File: config.mk
export PLATFORM = sky130hd
export DESIGN_NAME = klv_essence_element_locator_flat
export DESIGN_NICKNAME = d
export VERILOG_FILES = /design/src/rtl/core/klv_pkg.sv /design/src/rtl/core/klv_byte_if.sv /design/src/rtl/core/klv_result_if.sv /design/src/rtl/core/klv_parse.sv /design/src/rtl/core/klv_out_buf.sv /design/src/rtl/core/klv_essence_element_locator.sv /design/src/flat_wrapper.sv
export SDC_FILE = /design/constraint.sdc
export NUM_CORES = 1
export LEC_CHECK = 0
export BUFFER_PORTS_ARGS = -buffer_cell sky130_fd_sc_hd__buf_2
export CAP_MARGIN = 20
export CELL_PAD_IN_SITES_DETAIL_PLACEMENT = 0
export CELL_PAD_IN_SITES_GLOBAL_PLACEMENT = 1
export CORE_ASPECT_RATIO = 0.75
export CORE_MARGIN = 2
export CORE_UTILIZATION = 48
export DETAILED_ROUTE_END_ITERATION = 10
export PLACE_DENSITY_LB_ADDON = 0.1
export SYNTH_ARGS = -nofsm -noshare
export SYNTH_HDL_FRONTEND = slang
export SYNTH_HIERARCHICAL = 1
export SYNTH_SLANG_ARGS = --single-unit
export TNS_END_PERCENT = 10
File: constraint.sdc
create_clock -name clk -period 20.1 [get_ports clk]
set_input_delay 6.03 -clock clk [delete_from_list [all_inputs] [get_ports clk]]
set_output_delay 6.03 -clock clk [all_outputs]
set_load 0.03 [all_outputs]
File: src/rtl/core/klv_pkg.sv
// ----------------------------------------------------------------------------
// KLV essence element locator package
// Types and constants shared by the parser, the result buffer and the top.
// ----------------------------------------------------------------------------
`timescale 1ns / 1ps
`default_nettype none

package klv_pkg;

  localparam int KEY_BYTES = 16;

  // Generic-container essence element key prefix, padded to a full key.
  localparam logic [7:0] ESSENCE_PREFIX [KEY_BYTES] = '{
    8'h06, 8'h0e, 8'h2b, 8'h34, 8'h01, 8'h02, 8'h01, 8'hff,
    8'hff, 8'hff, 8'hff, 8'hff, 8'hff, 8'hff, 8'hff, 8'hff
  };

  localparam logic STATUS_FOUND     = 1'b0;
  localparam logic STATUS_NOT_FOUND = 1'b1;

  typedef enum logic [4:0] {
    PH_KEY       = 5'b00001,
    PH_LEN_FIRST = 5'b00010,
    PH_LEN_MORE  = 5'b00100,
    PH_SKIP      = 5'b01000,
    PH_DONE      = 5'b10000
  } phase_t;

  typedef struct packed {
    logic        status;
    logic [63:0] value_offset;
    logic [63:0] value_length;
  } result_t;

endpackage

`default_nettype wire

File: src/rtl/core/klv_byte_if.sv
// ----------------------------------------------------------------------------
// KLV byte stream channel
// Valid/ready channel carrying one file byte and its start and end flags.
// ----------------------------------------------------------------------------
`timescale 1ns / 1ps
`default_nettype none

interface klv_byte_if;
  logic       valid;
  logic       ready;
  logic [7:0] data_byte;
  logic       first_byte;
  logic       last_byte;

  modport source (output valid, output data_byte, output first_byte,
                  output last_byte, input ready);
  modport sink (input valid, input data_byte, input first_byte,
                input last_byte, output ready);
endinterface

`default_nettype wire

File: src/rtl/core/klv_result_if.sv
// ----------------------------------------------------------------------------
// KLV locator result channel
// Valid/ready channel carrying the search status, value offset and length.
// ----------------------------------------------------------------------------
`timescale 1ns / 1ps
`default_nettype none

interface klv_result_if;
  logic        valid;
  logic        ready;
  logic        status;
  logic [63:0] value_offset;
  logic [63:0] value_length;

  modport source (output valid, output status, output value_offset,
                  output value_length, input ready);
  modport sink (input valid, input status, input value_offset,
                input value_length, output ready);
endinterface

`default_nettype wire

File: src/rtl/core/klv_parse.sv
// ----------------------------------------------------------------------------
// KLV triplet parser
// Walks key, BER length and value bytes one byte per transfer and raises a
// result when an essence element is found or the file ends without one.
// ----------------------------------------------------------------------------
`timescale 1ns / 1ps
`default_nettype none

module klv_parse #(
  parameter int PREFIX_BYTES = 7
) (
  input  wire                   clk,
  input  wire                   rst,
  input  wire                   accept,
  input  wire  [7:0]            data_byte,
  input  wire                   first_byte,
  input  wire                   last_byte,
  output logic                  res_push,
  output klv_pkg::result_t      res
);
  import klv_pkg::*;

  localparam logic [4:0] PREFIX_LIMIT = 5'(PREFIX_BYTES);

  phase_t      phase, phase_next, ph_b;
  logic [3:0]  key_idx, key_idx_next, idx_b;
  logic        match, match_next, match_b;
  logic [6:0]  left, left_next, left_b;
  logic [63:0] acc, acc_next, acc_b;
  logic [63:0] skip, skip_next, skip_b;
  logic [63:0] pos, pos_next, pos_b;
  logic        len_complete;
  logic        res_valid;
  result_t     res_next;

  always_comb begin
    // A first byte restarts the parse before the byte itself is taken.
    ph_b    = first_byte ? PH_KEY : phase;
    idx_b   = first_byte ? 4'd0 : key_idx;
    match_b = first_byte | match;
    left_b  = first_byte ? 7'd0 : left;
    acc_b   = first_byte ? 64'd0 : acc;
    skip_b  = first_byte ? 64'd0 : skip;
    pos_b   = first_byte ? 64'd0 : pos;

    phase_next   = ph_b;
    key_idx_next = idx_b;
    match_next   = match_b;
    left_next    = left_b;
    acc_next     = acc_b;
    skip_next    = skip_b;
    pos_next     = pos_b;
    len_complete = 1'b0;
    res_valid    = 1'b0;
    res_next     = '0;

    if (ph_b != PH_DONE) begin
      pos_next = pos_b + 64'd1;
      case (ph_b)
        PH_KEY: begin
          if (({1'b0, idx_b} < PREFIX_LIMIT) && (data_byte != ESSENCE_PREFIX[idx_b])) begin
            match_next = 1'b0;
          end
          if (idx_b == 4'd15) begin
            key_idx_next = 4'd0;
            phase_next   = PH_LEN_FIRST;
          end else begin
            key_idx_next = idx_b + 4'd1;
          end
        end
        PH_LEN_FIRST: begin
          if (!data_byte[7]) begin
            acc_next     = {56'd0, data_byte};
            len_complete = 1'b1;
          end else begin
            acc_next  = 64'd0;
            left_next = data_byte[6:0];
            if (data_byte[6:0] == 7'd0) begin
              len_complete = 1'b1;
            end else begin
              phase_next = PH_LEN_MORE;
            end
          end
        end
        PH_LEN_MORE: begin
          acc_next  = {acc_b[55:0], data_byte};
          left_next = left_b - 7'd1;
          if (left_next == 7'd0) begin
            len_complete = 1'b1;
          end
        end
        PH_SKIP: begin
          skip_next = skip_b - 64'd1;
          if (skip_next == 64'd0) begin
            phase_next = PH_KEY;
          end
        end
        default: begin
          phase_next = PH_DONE;
        end
      endcase

      if (len_complete) begin
        if (match_b) begin
          res_valid             = 1'b1;
          res_next.status       = STATUS_FOUND;
          res_next.value_offset = pos_next;
          res_next.value_length = acc_next;
          phase_next            = PH_DONE;
        end else begin
          skip_next    = acc_next;
          phase_next   = (acc_next == 64'd0) ? PH_KEY : PH_SKIP;
          key_idx_next = 4'd0;
          match_next   = 1'b1;
        end
      end

      if (!res_valid && last_byte && (phase_next != PH_DONE)) begin
        res_valid       = 1'b1;
        res_next.status = STATUS_NOT_FOUND;
        phase_next      = PH_DONE;
      end
    end
  end

  always_ff @(posedge clk) begin
    if (rst) begin
      phase   <= PH_KEY;
      key_idx <= 4'd0;
      match   <= 1'b1;
      left    <= 7'd0;
      acc     <= 64'd0;
      skip    <= 64'd0;
      pos     <= 64'd0;
    end else if (accept) begin
      phase   <= phase_next;
      key_idx <= key_idx_next;
      match   <= match_next;
      left    <= left_next;
      acc     <= acc_next;
      skip    <= skip_next;
      pos     <= pos_next;
    end
  end

  assign res_push = accept & res_valid;
  assign res      = res_next;

`ifndef ASSERT_OFF
  a_done_after_result: assert property (@(posedge clk) disable iff (rst)
    res_push |=> (phase == PH_DONE))
    else $error("parser not done after giving a result");

  a_idx_zero_outside_key: assert property (@(posedge clk) disable iff (rst)
    (phase == PH_LEN_FIRST || phase == PH_LEN_MORE || phase == PH_SKIP) |-> (key_idx == 4'd0))
    else $error("key byte index left nonzero outside the key");

  a_more_has_bytes: assert property (@(posedge clk) disable iff (rst)
    (phase == PH_LEN_MORE) |-> (left != 7'd0))
    else $error("long-form length phase with no bytes left");

  a_skip_nonzero: assert property (@(posedge clk) disable iff (rst)
    (phase == PH_SKIP) |-> (skip != 64'd0))
    else $error("skipping a value with nothing left to skip");
`endif

endmodule

`default_nettype wire

File: src/rtl/core/klv_out_buf.sv
// ----------------------------------------------------------------------------
// KLV result buffer
// Output register with one skid entry, so the parser keeps taking bytes
// while a result waits on the result channel.
// ----------------------------------------------------------------------------
`timescale 1ns / 1ps
`default_nettype none

module klv_out_buf (
  input  wire              clk,
  input  wire              rst,
  input  wire              push,
  input  klv_pkg::result_t push_data,
  output logic             can_accept,
  klv_result_if.source     results
);
  import klv_pkg::*;

  logic    main_valid, skid_valid;
  result_t main_data, skid_data;
  logic    pop;

  assign pop        = main_valid & results.ready;
  assign can_accept = ~skid_valid;

  always_ff @(posedge clk) begin
    if (rst) begin
      main_valid <= 1'b0;
      skid_valid <= 1'b0;
    end else if (!main_valid || pop) begin
      main_valid <= skid_valid | push;
      skid_valid <= 1'b0;
    end else if (push) begin
      skid_valid <= 1'b1;
    end
  end

  always_ff @(posedge clk) begin
    if (!main_valid || pop) begin
      main_data <= skid_valid ? skid_data : push_data;
    end else if (push) begin
      skid_data <= push_data;
    end
  end

  assign results.valid        = main_valid;
  assign results.status       = main_data.status;
  assign results.value_offset = main_data.value_offset;
  assign results.value_length = main_data.value_length;

`ifndef ASSERT_OFF
  a_skid_implies_main: assert property (@(posedge clk) disable iff (rst)
    skid_valid |-> main_valid)
    else $error("skid entry held while the output register is empty");

  a_no_push_when_full: assert property (@(posedge clk) disable iff (rst)
    push |-> !skid_valid)
    else $error("result pushed into a full buffer");

  a_skid_drains: assert property (@(posedge clk) disable iff (rst)
    (skid_valid && pop) |=> (main_valid && !skid_valid))
    else $error("skid entry not moved to the output register");
`endif

endmodule

`default_nettype wire

File: src/rtl/core/klv_essence_element_locator.sv
// ----------------------------------------------------------------------------
// KLV essence element locator
// Parses a file as KLV triplets and reports the offset and BER length of the
// first generic-container essence element value, or that none was found.
// ----------------------------------------------------------------------------
//   channel   modport  payload                                   per transfer
//   bytes     sink     data_byte, first_byte, last_byte          one file byte
//   results   source   status, value_offset, value_length        one result
//
// One byte is taken per clock cycle unless the skid entry is full; the parser
// state updates at the byte transfer and any result is registered.
// A result waiting on the results channel does not stop the byte stream: a
// skid entry holds one further result, and bytes stall only when it is full.
// After reset the parse starts at offset 0 as if a first byte had been seen.
// ----------------------------------------------------------------------------
`timescale 1ns / 1ps
`default_nettype none

module klv_essence_element_locator #(
  parameter int PREFIX_BYTES = 7
) (
  input  wire          clk,
  input  wire          rst,
  klv_byte_if.sink     bytes,
  klv_result_if.source results
);
  import klv_pkg::*;

  logic    accept;
  logic    res_push;
  logic    can_accept;
  result_t res;

  assign bytes.ready = can_accept;
  assign accept      = bytes.valid & can_accept;

  klv_parse #(
    .PREFIX_BYTES (PREFIX_BYTES)
  ) u_parse (
    .clk        (clk),
    .rst        (rst),
    .accept     (accept),
    .data_byte  (bytes.data_byte),
    .first_byte (bytes.first_byte),
    .last_byte  (bytes.last_byte),
    .res_push   (res_push),
    .res        (res)
  );

  klv_out_buf u_out_buf (
    .clk        (clk),
    .rst        (rst),
    .push       (res_push),
    .push_data  (res),
    .can_accept (can_accept),
    .results    (results)
  );

endmodule

`default_nettype wire

File: src/flat_wrapper.sv
// flat-port wrapper written by rule: the top's interface ports become plain ports
module klv_essence_element_locator_flat import klv_pkg::*;
#(
  parameter int PREFIX_BYTES = 7
)
  (clk, rst, bytes_valid, bytes_data_byte, bytes_first_byte, bytes_last_byte, bytes_ready, results_valid, results_status, results_value_offset, results_value_length, results_ready);
  klv_byte_if bytes_i ();
  klv_result_if results_i ();
  input  wire clk;
  input  wire rst;
  input wire logic [$bits(bytes_i.valid)-1:0] bytes_valid;
  input wire logic [$bits(bytes_i.data_byte)-1:0] bytes_data_byte;
  input wire logic [$bits(bytes_i.first_byte)-1:0] bytes_first_byte;
  input wire logic [$bits(bytes_i.last_byte)-1:0] bytes_last_byte;
  output wire logic [$bits(bytes_i.ready)-1:0] bytes_ready;
  output wire logic [$bits(results_i.valid)-1:0] results_valid;
  output wire logic [$bits(results_i.status)-1:0] results_status;
  output wire logic [$bits(results_i.value_offset)-1:0] results_value_offset;
  output wire logic [$bits(results_i.value_length)-1:0] results_value_length;
  input wire logic [$bits(results_i.ready)-1:0] results_ready;
  assign bytes_i.valid = bytes_valid;
  assign bytes_i.data_byte = bytes_data_byte;
  assign bytes_i.first_byte = bytes_first_byte;
  assign bytes_i.last_byte = bytes_last_byte;
  assign bytes_ready = bytes_i.ready;
  assign results_valid = results_i.valid;
  assign results_status = results_i.status;
  assign results_value_offset = results_i.value_offset;
  assign results_value_length = results_i.value_length;
  assign results_i.ready = results_ready;
  klv_essence_element_locator #(.PREFIX_BYTES(PREFIX_BYTES)) u_core (.clk(clk), .rst(rst), .bytes(bytes_i), .results(results_i));
endmodule
==> key figures, run 1 <==
Synthesis
  – Top_reg_cell synth: edfxtp_1
  – Synth top area share: 31.9%
  – Seq cells post-synth: 469
  – Mapped Area: 24,300 um^2
  – Top cells by count, synth: 402 x nor2_1, 258 x edfxtp_1, 211 x dfxtp_1
  – Fraction of registers with async set/reset: 0%
  – Cell count after synthesis: 2,504
  – EDFF count, synth: 258
  – Cell taking the most area after synthesis: edfxtp_1
  – Most frequent cell after synthesis: nor2_1
  – Syn avg cell area: 9.71 um^2
  – Register area share after synthesis: 49.2%
  – Netlist cell types: 83
  – Synth top area cells: edfxtp_1 32%, dfxtp_1 17%, nor2_1 6.2%
  – Mapped Nets: 2,527
  – Synth Warn #: 6

Setup path
  – CP required: 20,330 ps
  – Setup CP Type: in -> reg
  – R2r setup slk: 15,020 ps
  – CP max FO: 66
  – Worst R2R End: u_core/u_out_buf/skid_data[26]$_DFFE_PP_
  – RR Startpoint: u_core/u_parse/phase[4]$_SDFFE_PP0P_
  – Arrival @ worst endpoint: 11,490 ps
  – Setup crit end: u_core/u_out_buf/skid_data[26]$_DFFE_PP_
  – Register-to-Register Path Depth: 11
  – CP Capture Type: flop
  – Crit start category: input pin
  – Critical Path Start: bytes_first_byte

Clock tree
  – Root buf cell: clkbuf_16
  – Postcts setup bufs: 0
  – Cts bufs inserted: 48
  – Htree depth: 2
  – CTS resizes: 0
  – Hold-fix buffer count after cts: 0
  – Clock-pin slew on the worst setup and hold paths: 60 ps
  – CTS tree: built
  – Clock Sinks: 469
  – Clk_lat worst skew: 610 ps
  – Clock buffer depth: 3

Drt
  – Antenna-violating nets left: 0
  – Number of remaining DRC errors: 0
  – 1st-pass router iterations: 6
  – Routed wire length: 78,100 um
  – Via density: 6.33
  – Via Count: 20,574
  – DR WL/cell: 24.0 um
  – Initial DRC Count: 2,746

Floorplan
  – Initial Util: 48.5%
  – I/O pin total: 145
  – Core area: 50,100 um^2
  – Die H: 199 um
  – Die ar.: 52,500 um^2
  – Die X: 264 um
  – Placement Rows: 71

Global route
  – Largest net degree at the start of global routing: 94
  – Vias in the first global route: 18,707
  – First-pass GRT wire length: 119,000 um
  – Initial antenna violation count: 3
  – Tot GR Track Use: 29.1%
  – GRT overflow: 0

STA
  – Crit share post-route: 56.0%
  – Final TNS setup: 0 ps
  – Tightest Pin Transition: 1380 ps
  – Slew Limit Fails: 0
  – RSZ-0062 raised after global routing: no
  – Max-slew headroom: 7.75%
  – Final Setup Violations: 0
  – Fin Clk Skew: 25.8 ps
  – Final Hold Fails: 0
  – Max Fclk: 0.0888 GHz
  – Tmin final: 11,260 ps
  – Setup ws final: 8840 ps

Placement
  – Final Wtd Congestion: 0.994
  – Placed instance area: 25,400 um^2
  – Port-buffer cells: 144
  – DP Wirelength: 52,400 um
  – Pre-CTS setup slack: 8250 ps
  – DP Cell Count: 3,159

Worst hold path
  – Worst min path class: reg -> reg
  – Hold Path Origin: u_core/u_parse/pos[51]$_SDFFE_PP0P_

Finish
  – Fillers: 4,543
  – Synth-to-layout area growth: 11.0%
  – Net total in the final layout: 2,575
  – Layout cells sized above 1: 16.4%
  – Finished Layout Cells: 3,249
  – Post-route cell area: 27,000 um^2

Power
  – Peak VDD IR: 0.0549 mV
  – Total power: 2.13 mW
  – Leak: 9.49 nW
  – Power per standard cell area: 78.9 nW/um^2

Flow run
  – Max_cap viols: 0

Run status
  – Status: complete, no violations
==> worst min-delay path by stage <==
stage / endpoint / depth (start not counted)
finish: u_core/u_parse/pos[51]$_SDFFE_PP0P_ / 2
detailed placement: u_core/u_parse/pos[51]$_SDFFE_PP0P_ / 2
floorplan: u_core/u_parse/pos[51]$_SDFFE_PP0P_ / 2
global placement: u_core/u_parse/pos[51]$_SDFFE_PP0P_ / 2
CTS: u_core/u_parse/pos[51]$_SDFFE_PP0P_ / 2
global route: u_core/u_parse/pos[51]$_SDFFE_PP0P_ / 2
==> power breakdown <==
group | internal [mW] | switching [mW]
clock | 0.502 | 0.399
sequential | 1.03 | 0.0180
combinational | 0.0490 | 0.135
total | 1.58 | 0.552
==> per-layer routing <==
metal | global-route usage, % | part of all wire [%]
met2 | 37.7 | 38
met5 | 0 | 0.029
met4 | 6.44 | 1.7
met3 | 7.94 | 11
met1 | 46.8 | 49
==> cell type report <==
| type | count | area, um^2 | share of cell area [%] |
|---|---|---|---|
| Tap cell | 657 | 822 | 3.05 |
| Sequential cell | 469 | 12000 | 44.4 |
| Antenna cell | 1 | 2.50 | 0.00927 |
| Clock inverter | 25 | 244 | 0.904 |
| Inverter | 26 | 97.6 | 0.362 |
| Timing Repair Buffer | 181 | 1010 | 3.75 |
| Multi-Input combinational cell | 1826 | 11500 | 42.7 |
| Clock buffer | 64 | 1310 | 4.86 |
==> cells in the final DEF, fill, tap and decap left out, types with 35 or more instances in the layout <==
cell,synthesis,routed
a211oi_1,55,55
a21oi_1,147,147
a22oi_1,106,106
buf_2,12,143
buf_4,0,35
clkbuf_16,0,48
dfxtp_1,211,210
edfxtp_1,258,258
mux2_2,42,42
mux2_4,88,88
nand2_1,188,187
nand3_1,63,63
nand4_1,39,39
nor2_1,402,399
nor3_1,80,80
nor4_1,50,50
o21ai_0,121,121
xnor2_1,76,76
==> critical path: stages <==
cell and delay [ps]:
buf_4 220, inv_2 430, buf_4 640, nand2_1 190, ha_1 310, or4bb_1 190, a21oi_1 60, o2111a_1 370
o22ai_4 130, buf_4 430, nand2_1 80, or2_2 290, a21oi_1 250, inv_1 110, nor2_4 100, buf_4 680
buf_4 800
==> per-stage QoR <==
step | hold slack [ps] | utilization, %
3_3_place_gp | 452 | 50.7
3_5_place_dp | 461 | 50.7
2_1_floorplan | 445 | -
5_1_grt | 481 | 53.8
4_1_cts | 470 | 53.8
6_report | 467 | 53.9
==> cells by family (layout without fill, tap and decap cells) <==
logic type	Yosys count	in the layout	share of synthesized area, %
AND/OR/NAND/NOR	1004	1004	20.1
AO/OA/AOI/OAI	577	577	15.4
flip-flops	469	469	49.2
buffers and inverters	209	296	3.66
multiplexers	133	133	7.50
XOR/XNOR	103	103	3.71
adder cells (fa/ha/maj)	9	9	0.463
other	0	1	0
==> state kept, by name (all words and copies together), names as in the netlist, 4 cells and up <==
| signal | count |
|---|---|
| u_core/u_parse/acc | 64 |
| u_core/u_parse/skip | 64 |
| u_core/u_parse/left | 7 |
| u_core/u_parse/pos | 64 |
| u_core/u_parse/key_idx | 4 |
| u_core/u_out_buf/skid_data | 129 |
| u_core/u_out_buf/results.value_offset | 64 |
| u_core/u_out_buf/results.value_length | 64 |
| u_core/u_parse/phase | 5 |
(Power assumes the default switching activity.)
==> run 2, diff against run 1 <==
--- a/config.mk
+++ b/config.mk
@@ -5,13 +5,14 @@
 export SDC_FILE = /design/constraint.sdc
 export NUM_CORES = 1
 export LEC_CHECK = 0
+export ABC_AREA = 1
 export BUFFER_PORTS_ARGS = -buffer_cell sky130_fd_sc_hd__buf_2
 export CAP_MARGIN = 20
 export CELL_PAD_IN_SITES_DETAIL_PLACEMENT = 0
 export CELL_PAD_IN_SITES_GLOBAL_PLACEMENT = 1
 export CORE_ASPECT_RATIO = 0.75
 export CORE_MARGIN = 2
-export CORE_UTILIZATION = 48
+export CORE_UTILIZATION = 41
 export DETAILED_ROUTE_END_ITERATION = 10
 export PLACE_DENSITY_LB_ADDON = 0.1
 export SYNTH_ARGS = -nofsm -noshare
==> constraint.sdc (replaced) <==
create_clock -name clk -period 10.21 [get_ports clk]
set_input_delay 3.063 -clock clk [delete_from_list [all_inputs] [get_ports clk]]
set_output_delay 3.063 -clock clk [all_outputs]
set_load 0.03 [all_outputs]
==> key figures, run 2 <==
Finish
  – Register Area: 12,000 um^2 (unchanged)
  – Max reg flops: 129 (unchanged)
  – Net total in the final layout: 3,630 (was 2,575)
  – Fillers: 6,438 (was 4,543)
  – Area occupied by multi-input gates: 12,000 um^2 (was 11,500 um^2)
  – Top reg by flops: u_core/u_out_buf/skid_data (unchanged)
  – Synth-to-layout area growth: 10.8% (was 11.0%)
  – Final core utilization: 46.0% (was 53.9%)
  – Post-route cell area: 29,300 um^2 (was 27,000 um^2)
  – Layout cells sized above 1: 10.4% (was 16.4%)
  – Highest-count cells in the layout ignoring fill and taps: 1,046 x nand2_1, 378 x nor2_1, 356 x inv_1, 263 x a21oi_1, 258 x edfxtp_1 (was 399 x nor2_1, 258 x edfxtp_1, 210 x dfxtp_1, 187 x nand2_1, 147 x a21oi_1)
  – Commonest non-fill, non-tap cell in the layout: nand2_1 (was nor2_1)

Global route
  – Tot GR Track Use: 26.8% (was 29.1%)
  – Vias in the first global route: 22,604 (was 18,707)
  – Initial antenna violation count: 5 (was 3)
  – Largest net degree at the start of global routing: 161 (was 94)
  – GRT overflow: 0 (unchanged)
  – First-pass GRT wire length: 139,000 um (was 119,000 um)

Floorplan
  – Initial Util: 41.5% (was 48.5%)
  – Die H: 224 um (was 199 um)
  – Placement Rows: 80 (was 71)
  – Core area: 63,700 um^2 (was 50,100 um^2)
  – Die ar.: 66,500 um^2 (was 52,500 um^2)
  – Die X: 297 um (was 264 um)
  – I/O pin total: 145 (unchanged)

Synthesis
  – Netlist cell types: 58 (was 83)
  – Top_reg_cell synth: edfxtp_1 (unchanged)
  – Mapped Area: 26,400 um^2 (was 24,300 um^2)
  – Mapped Nets: 3,610 (was 2,527)
  – Syn avg cell area: 7.37 um^2 (was 9.71 um^2)
  – Synth top area share: 29.3% (was 31.9%)
  – EDFF count, synth: 258 (unchanged)
  – Cell count after synthesis: 3,587 (was 2,504)
  – Fraction of registers with async set/reset: 0% (unchanged)
  – Synth Warn #: 6 (unchanged)
  – Top cells by count, synth: 1,048 x nand2_1, 379 x nor2_1, 359 x inv_1 (was 402 x nor2_1, 258 x edfxtp_1, 211 x dfxtp_1)
  – Synth top area cells: edfxtp_1 29%, dfxtp_1 16%, nand2_1 15% (was edfxtp_1 32%, dfxtp_1 17%, nor2_1 6.2%)
  – Most frequent cell after synthesis: nand2_1 (was nor2_1)
  – Seq cells post-synth: 469 (unchanged)
  – Cell taking the most area after synthesis: edfxtp_1 (unchanged)
  – Register area share after synthesis: 45.3% (was 49.2%)

Setup path
  – CP max FO: 66 (unchanged)
  – Arrival @ worst endpoint: 7580 ps (was 11,490 ps)
  – Crit start category: input pin (unchanged)
  – CP required: 10,490 ps (was 20,330 ps)
  – R2r setup slk: 6010 ps (was 15,020 ps)
  – Max incr delay on CP: 570 ps (was 800 ps)
  – CP Capture Type: flop (unchanged)
  – Setup CP Type: in -> reg (unchanged)
  – CP Cell Sequence: buf_2 > buf_4 > inv_6 > nand2_1 > ha_1 > nand2_1 > nor2_1 > nand3_1 > xnor2_1 > nand3_1 > nand2_1 > inv_1 > nor2_1 > inv_4 > nand2_1 > a21oi_2 > nor2_1 > nor2_1 > inv_1 > nor2_4 > buf_12 > buf_12 (was buf_4 > inv_2 > buf_4 > nand2_1 > ha_1 > or4bb_1 > a21oi_1 > o2111a_1 > o22ai_4 > buf_4 > nand2_1 > or2_2 > a21oi_1 > inv_1 > nor2_4 > buf_4 > buf_4)
  – CP max stage cell: inv_4 (was buf_4)

Power
  – Power per standard cell area: 154 nW/um^2 (was 78.9 nW/um^2)
  – Peak VDD IR: 0.110 mV (was 0.0549 mV)
  – Total power: 4.50 mW (was 2.13 mW)
  – Leak: 11.4 nW (was 9.49 nW)

Clock tree
  – Htree depth: 2 (unchanged)
  – Root buf cell: clkbuf_16 (unchanged)
  – Clock buffer depth: 3 (unchanged)
  – CTS tree: built (unchanged)
  – CTS resizes: 0 (unchanged)
  – Cts bufs inserted: 51 (was 48)
  – Clk_lat worst skew: 620 ps (was 610 ps)
  – Hold-fix buffer count after cts: 0 (unchanged)
  – Postcts setup bufs: 0 (unchanged)
  – Clock-pin slew on the worst setup and hold paths: 60 ps (about the same)
  – Clock Sinks: 469 (unchanged)

Placement
  – Placed instance area: 27,500 um^2 (was 25,400 um^2)
  – Final Wtd Congestion: 0.949 (was 0.994)
  – Port-buffer cells: 144 (unchanged)
  – DP Wirelength: 63,200 um (was 52,400 um)

Run status
  – Status: complete, no violations (unchanged)

Drt
  – 1st-pass router iterations: 5 (was 6)
  – Via Count: 24,878 (was 20,574)
  – Initial DRC Count: 2,952 (was 2,746)
  – Via density: 5.51 (was 6.33)
  – Routed wire length: 91,500 um (was 78,100 um)
  – Antenna-violating nets left: 0 (unchanged)
  – DR WL/cell: 20.3 um (was 24.0 um)
  – Number of remaining DRC errors: 0 (unchanged)

STA
  – Tmin final: 7300 ps
  – RSZ-0062 raised after global routing: no (unchanged)
  – Final Hold Fails: 0 (unchanged)
  – Fin Clk Skew: 40.5 ps (was 25.8 ps)
  – Hold slack: 465 ps (was 467 ps)
  – Tightest Pin Transition: 1260 ps (was 1380 ps)
  – Final Setup Violations: 0 (unchanged)
  – Max-slew headroom: 15.8% (was 7.75%)
  – Slew Limit Fails: 0 (unchanged)
  – Final TNS setup: 0 ps (unchanged)
  – Max Fclk: 0.137 GHz
  – Crit share post-route: 71.5%

Flow run
  – Max_cap viols: 0 (unchanged)

Worst hold path
  – Worst min path class: reg -> reg (unchanged)
[run 2: changes by cell type in the layout (fill, tap and decap cells not counted), moves of 33 or more]
cell | before | now
mux2_4 | 88 | 0
nand2_1 | 187 | 1046
a21oi_1 | 147 | 263
a211oi_1 | 55 | 0
nor2b_1 | 33 | 0
xnor2_1 | 76 | 1
a22oi_1 | 106 | 0
mux2_2 | 42 | 1
o21ai_0 | 121 | 185
o22ai_1 | 17 | 56
inv_1 | 24 | 356
nor4_1 | 50 | 10
nand3_1 | 63 | 192
[run 2: worst max-delay path, delay by kind of cell]
family / cells / cell delay, ps
fa+ha+maj: 1 / 200
buf+inv: 8 / 2100
compound gates: 1 / 250
xor+xnor: 1 / 160
simple gates: 11 / 1640
[run 2: per-stage QoR]
step                setup WS, ps  instances
finish                      2910       4511
detailed placement          1890       4414
global placement            1990       4414
floorplan                   1530       3587
global route                2490       4510
CTS                         2520       4509
[run 2: routing by layer]
metal | vias up | global-route usage [%] | share of wire [%] | routed length [um]
li1 | 11971 | - | - | -
met1 | 11828 | 43.3 | 50 | 46200
met2 | 997 | 35.6 | 38 | 34800
met3 | 80 | 6.91 | 10 | 9360
met4 | 2 | 4.20 | 1.2 | 1110
met5 | - | 0 | 0.0098 | 9
[run 2: kinds of logic (layout without fill, tap and decap cells)]
group	after synthesis	after routing	share of synthesized area (%)
AND/OR/NAND/NOR	1831	1831	29.4
XOR/XNOR	16	16	0.530
buffers and inverters	583	645	9.39
other	0	1	0
flip-flops	469	469	45.3
multiplexers	1	1	0.0426
AO/OA/AOI/OAI	678	678	14.9
adder cells (fa/ha/maj)	9	9	0.426
[run 2: final timing paths]
path,end,cells after the start,from
setup / recovery,u_core/u_out_buf/skid_data[121]$_DFFE_PP_,22,bytes_first_byte
hold / removal,u_core/u_parse/acc[3]$_SDFFE_PP0P_,2,u_core/u_parse/acc[3]$_SDFFE_PP0P_
setup reg to reg,u_core/u_out_buf/skid_data[121]$_DFFE_PP_,19,u_core/u_parse/left[0]$_SDFFE_PP0P_
hold reg to reg,u_core/u_parse/acc[3]$_SDFFE_PP0P_,2,u_core/u_parse/acc[3]$_SDFFE_PP0P_
[run 2: area by class of cell]
class                           count  area share, %
Timing Repair Buffer              172           3.36
Sequential cell                   469           40.9
Inverter                          378           4.91
Clock inverter                     25           1.18
Tap cell                          861           3.68
Antenna cell                        1        0.00855
Multi-Input combinational cell   2535           41.1
Clock buffer                       70           4.91
[run 2: power by group]
part	switching (mW)	internal [mW]	total (mW)
combinational	0.351	0.111	0.462
clock	0.818	1.17	1.98
sequential	0.0244	2.03	2.06
total	1.19	3.31	4.50
